==> config.mk <==
export PLATFORM = sky130hd
export DESIGN_NAME = ssc_isqrt
export DESIGN_NICKNAME = d
export VERILOG_FILES = /design/src/ssc_pkg.sv /design/src/ssc_isqrt.sv
export SDC_FILE = /design/constraint.sdc
export NUM_CORES = 2
export LEC_CHECK = 0
export BUFFER_PORTS_ARGS = -buffer_cell sky130_fd_sc_hd__buf_4
export CELL_PAD_IN_SITES_DETAIL_PLACEMENT = 0
export CELL_PAD_IN_SITES_GLOBAL_PLACEMENT = 1
export CORE_ASPECT_RATIO = 0.7
export CORE_UTILIZATION = 45
export CTS_CLUSTER_DIAMETER = 80
export DETAILED_ROUTE_END_ITERATION = 8
export PLACE_DENSITY = 0.81
export SYNTH_ARGS = -nofsm -noshare
export SYNTH_HDL_FRONTEND = slang
export SYNTH_SLANG_ARGS = --single-unit
export TNS_END_PERCENT = 100
==> constraint.sdc <==
create_clock -name clk -period 3.47 [get_ports clk]
set_clock_uncertainty 0.05 [all_clocks]
set_input_delay 0.1735 -clock clk [delete_from_list [all_inputs] [get_ports clk]]
set_output_delay 0.1735 -clock clk [all_outputs]
set_load 0.05 [all_outputs]
==> src/ssc_pkg.sv <==
// Shared constants for the sphere-sphere contact point pipeline.
`timescale 1ns / 1ps

package ssc_pkg;

    // Default coordinate width, signed fixed point.
    localparam int COORD_BITS_DEF = 32;

    // Lane numbering of the six point offsets: first sphere x, y, z then second.
    localparam int NUM_AXES  = 3;
    localparam int NUM_LANES = 6;

endpackage

==> src/ssc_isqrt.sv <==
// Pipelined integer square root, one result bit per register stage.
`timescale 1ns / 1ps

module ssc_isqrt #(
    parameter int LW = ssc_pkg::COORD_BITS_DEF + 2
) (
    input  logic              clk,
    input  logic [2*LW-1:0]   radicand,
    output logic [LW-1:0]     root
);

    localparam int RW = LW + 2;

    logic [RW-1:0]   rem_reg  [LW+1];
    logic [LW-1:0]   root_reg [LW+1];
    logic [2*LW-1:0] rad_reg  [LW+1];

    // Stage zero is the unregistered input.
    assign rem_reg[0]  = '0;
    assign root_reg[0] = '0;
    assign rad_reg[0]  = radicand;

    for (genvar i = 0; i < LW; i++) begin : g_stage
        logic [RW-1:0] rem_shift;
        logic [RW-1:0] trial;
        logic          take;

        // Bring down two radicand bits and try appending a one to the root.
        always_comb
        begin
            rem_shift = {rem_reg[i][RW-3:0], rad_reg[i][2*LW-1 -: 2]};
            trial     = {root_reg[i], 2'b01};
            take      = (rem_shift >= trial);
        end

        always_ff @(posedge clk)
        begin
            rem_reg[i+1]  <= take ? (rem_shift - trial) : rem_shift;
            root_reg[i+1] <= {root_reg[i][LW-2:0], take};
            rad_reg[i+1]  <= {rad_reg[i][2*LW-3:0], 2'b00};
        end
    end

    assign root = root_reg[LW];

endmodule

==> results by group <==
Yosys
  – Yosys cell types: 86
  – Synthesized instance count: 9931
  – Yosys top cell area share: 0.5506
  – Syn_area_per_cell: 10.21 µm²
  – Register area share after synthesis: 0.5506
  – Register bit total from synthesis: 2788
  – Mapped cell area: 101400 µm²
  – Asr flop ratio synth: 0
  – Cell type with the largest total area after synthesis: dfxtp_1
  – Synthesis warning total: 0
  – Number of synthesized flops with an enable pin: 0
  – Top post-synthesis cells by area: dfxtp_1 (55%), ha_1 (7.8%), xnor2_1 (4.1%), xor2_1 (3.7%), a21oi_1 (3.2%)
  – Syn Nets: 10630
  – Top cells by count, synth: dfxtp_1 (2788), inv_1 (800), nand2_1 (658), a21oi_1 (645), ha_1 (631)
  – Post-synth top flop: dfxtp_1
  – Most common cell in the netlist: dfxtp_1

Pwr
  – Static leakage: 56.30 nW
  – Total power: 0.08658 W
  – Worst vdd ir: 636.2 µV
  – Part of the power in registers: 0.479
  – Gate power share: 0.177
  – NetSw: 0.02455 W
  – Switch share: 0.2836
  – Internal power: 0.06203 W
  – Clk pwr share: 0.345
  – PD cells: 728.4 nW/µm²

Clock tree
  – Clk sink count: 2788
  – TritonCTS Buffers: 273
  – Max Root-Sink Buffers: 4
  – CTS tree: built
  – Root Buffer: clkbuf_16
  – Reg clk slew, reported paths: 0.06 ns
  – H-Tree Level Count: 5
  – Skew-Pair Late Insertion Delay: 0.83 ns

Route
  – Drt pass-1 iters: 6
  – Vias per Instance: 5.061
  – Total Wirelength: 225400 µm
  – Routed WL per cell: 16.35 µm
  – Post-DRT Antenna Nets: 0
  – Via Count: 69770
  – DRC: 0
  – Initial drt markers: 4871

STA
  – Hold Worst Slack: 0.1152 ns
  – Post-route clock period utilization: 0.9975
  – RSZ-0062 raised after global routing: yes
  – Worst-margin pin slew: 0.8691 ns
  – Max Slew Vio Count: 0
  – # setup viols final: 0
  – Final hold vios: 0
  – Setup TNS: 0 ns
  – Slew headroom: 0.4056
  – Post-layout min period: 3.461 ns
  – Fmax: 288.9 MHz

Setup path
  – Max stage delay on crit path: 0.46 ns
  – CP dominant cell by count: buf_4
  – Reg2reg setup slack: 0.009 ns
  – CP Data Required Time: 4.05 ns
  – Crit path capture type: flop
  – CP max FO: 22
  – Buf/Inv on CP: 5
  – Crit path max-delay family: simple AND/OR/NAND/NOR gates
  – Crit-path slowest cell: or3b_2
  – Worst-path cell chain: inv_1 -> ha_1 -> and4_1 -> or3b_2 -> a211oi_1 -> nor3_1 -> buf_4 -> or2_2 -> nor2b_2 -> buf_4 -> buf_12 -> buf_4 -> o21ai_0
  – CP startpoint kind: flop
  – Crit path DAT: 4.04 ns
  – Crit Path Category: flop to flop

Placement
  – IO buf count: 102
  – DP Cell Count: 13150
  – Gpl congestion: 0.8994
  – Post-DP HPWL: 167100 µm

Global route
  – Pin count of the biggest net entering global routing: 54
  – First-pass GRT wire length: 359600 µm
  – Number of global-route vias before repair: 67750
  – Total GRT Usage: 0.1942
  – Antenna violations before repair: 16
  – Global route overflow: 0

Floorplan
  – Die height: 399.1 µm
  – Die area: 227200 µm²
  – Starting density of the core: 0.4535
  – Core area: 223500 µm²
  – Width of the chip: 569.3 µm
  – Cell Rows: 145
  – I/O Pins: 103

Finish
  – Final non-filler cell total: 13780
  – # fillers: 19690
  – Layout cells sized above 1: 0.1064
  – FF+latch area: 55820 µm²
  – Final net count: 11270
  – Area of the multi-input gates: 42330 µm²
  – Syn-to-layout area delta: 17.27%
  – Max reg flops: 1137

Run
  – Max cap viols: 0

Worst hold path
  – Worst min-delay path class: input pin to flop

Run status
  – Outcome: finished, final reports clean
[per-stage QoR]
step / instance area, µm² / setup WS, ns / utilization
after CTS: 118200 / 0.003846 / 0.5288
after global placement: 107700 / -0.09518 / 0.4817
after detailed placement: 107700 / -0.01289 / 0.4817
after global routing: 118900 / -0.03867 / 0.5318
final: 118900 / 0.008641 / 0.5318
after floorplan: 101400 / 0.03980 / -
[worst register-to-register path, stage by stage, from the launching register on]
cell and delay (ns):
dfxtp_1 0.33, inv_1 0.05, ha_1 0.31, and4_1 0.27, or3b_2 0.46, a211oi_1 0.21
nor3_1 0.08, buf_4 0.14, or2_2 0.28, nor2b_2 0.15, buf_4 0.18, buf_12 0.16
buf_4 0.15, o21ai_0 0.46
[what timing repair did]
item | CTS | global route
setup buffers | 0 | 22
endpoints found under the hold margin | 69 | 0
hold buffers | 137 | 0
setup endpoints to repair | 23 | 362
gates resized for setup | 7 | 111
cloned | 0 | 3
pin swaps | 2 | 17
[worst paths after layout]
check                            start  depth (start not counted)                   endpoint
setup / recovery  g_stage[22].trial[9]                         13  g_stage[23].rem_shift[11]
hold reg to reg          rad_reg[1490]                          0              rad_reg[1424]
hold / removal            radicand[67]                          3    g_stage[1].rem_shift[3]
setup reg to reg  g_stage[22].trial[9]                         13  g_stage[23].rem_shift[11]
[routing by layer]
| layer | vias up | wire (µm) | GRT usage |
|---|---|---|---|
| li1 | 35200 | - | - |
| met1 | 32650 | 112500 | 0.2816 |
| met2 | 1522 | 94700 | 0.2969 |
| met3 | 392 | 12600 | 0.03322 |
| met4 | 6 | 5518 | 0.05179 |
| met5 | - | 37 | 0 |
[layout make-up]
type | count | area share
diodes | 2 | 0.00004210
clock buffers | 378 | 0.06690
clock inverters | 95 | 0.009894
inverters | 804 | 0.02540
multi-input cells | 6142 | 0.3561
flip-flops and latches | 2788 | 0.4696
well taps | 3013 | 0.03171
repair buffers | 562 | 0.04035
[power groups by stage]
stage                     combinational (W)  sequential (W)  clock [W]
after floorplan                      0.0113          0.0405          0
after global placement               0.0147          0.0420          0
after detailed placement             0.0149          0.0420          0
after CTS                            0.0152          0.0414     0.0308
after global routing                 0.0171          0.0420     0.0321
final                                0.0153          0.0414     0.0298
[logic make-up after synthesis]
| family | synth area share |
|---|---|
| muxes | 0.01312 |
| buffers and inverters | 0.03722 |
| adders and majority gates | 0.07789 |
| DFF | 0.5506 |
| and+or+nand+nor | 0.1189 |
| xor gates and xnor gates | 0.07871 |
| AOI/OAI and AO/OA | 0.1235 |
| other | 0.00003699 |
[cell usage in the layout, fill, tap and decap left out, types with 16 or more instances in the layout]
| master | count |
|---|---|
| or2_2 | 40 |
| nor3_1 | 234 |
| or4_1 | 46 |
| and2_1 | 28 |
| clkinv_2 | 34 |
| dfxtp_1 | 2786 |
| bufinv_16 | 20 |
| clkbuf_16 | 280 |
| nand3b_1 | 22 |
| dlygate4sd3_1 | 137 |
| a211o_1 | 17 |
| xor2_1 | 433 |
| clkbuf_8 | 62 |
| or3_1 | 82 |
| nor2_1 | 571 |
| o211ai_1 | 28 |
| o21a_1 | 104 |
| inv_1 | 799 |
| nand4_1 | 117 |
| clkbuf_1 | 38 |
| nor4_1 | 111 |
| a21oi_1 | 633 |
| mux2_2 | 111 |
| o21ai_0 | 512 |
| nand3_1 | 166 |
| nand2b_1 | 118 |
| nand2_1 | 657 |
| o2111ai_1 | 20 |
| a211oi_1 | 43 |
| a31oi_1 | 53 |
| o21bai_1 | 58 |
| xnor2_1 | 478 |
| o31ai_1 | 53 |
| clkinvlp_4 | 16 |
| a21o_1 | 299 |
| nor2b_1 | 87 |
| ha_1 | 631 |
| and3_1 | 53 |
| buf_4 | 404 |
(Power assumes the default switching activity.)
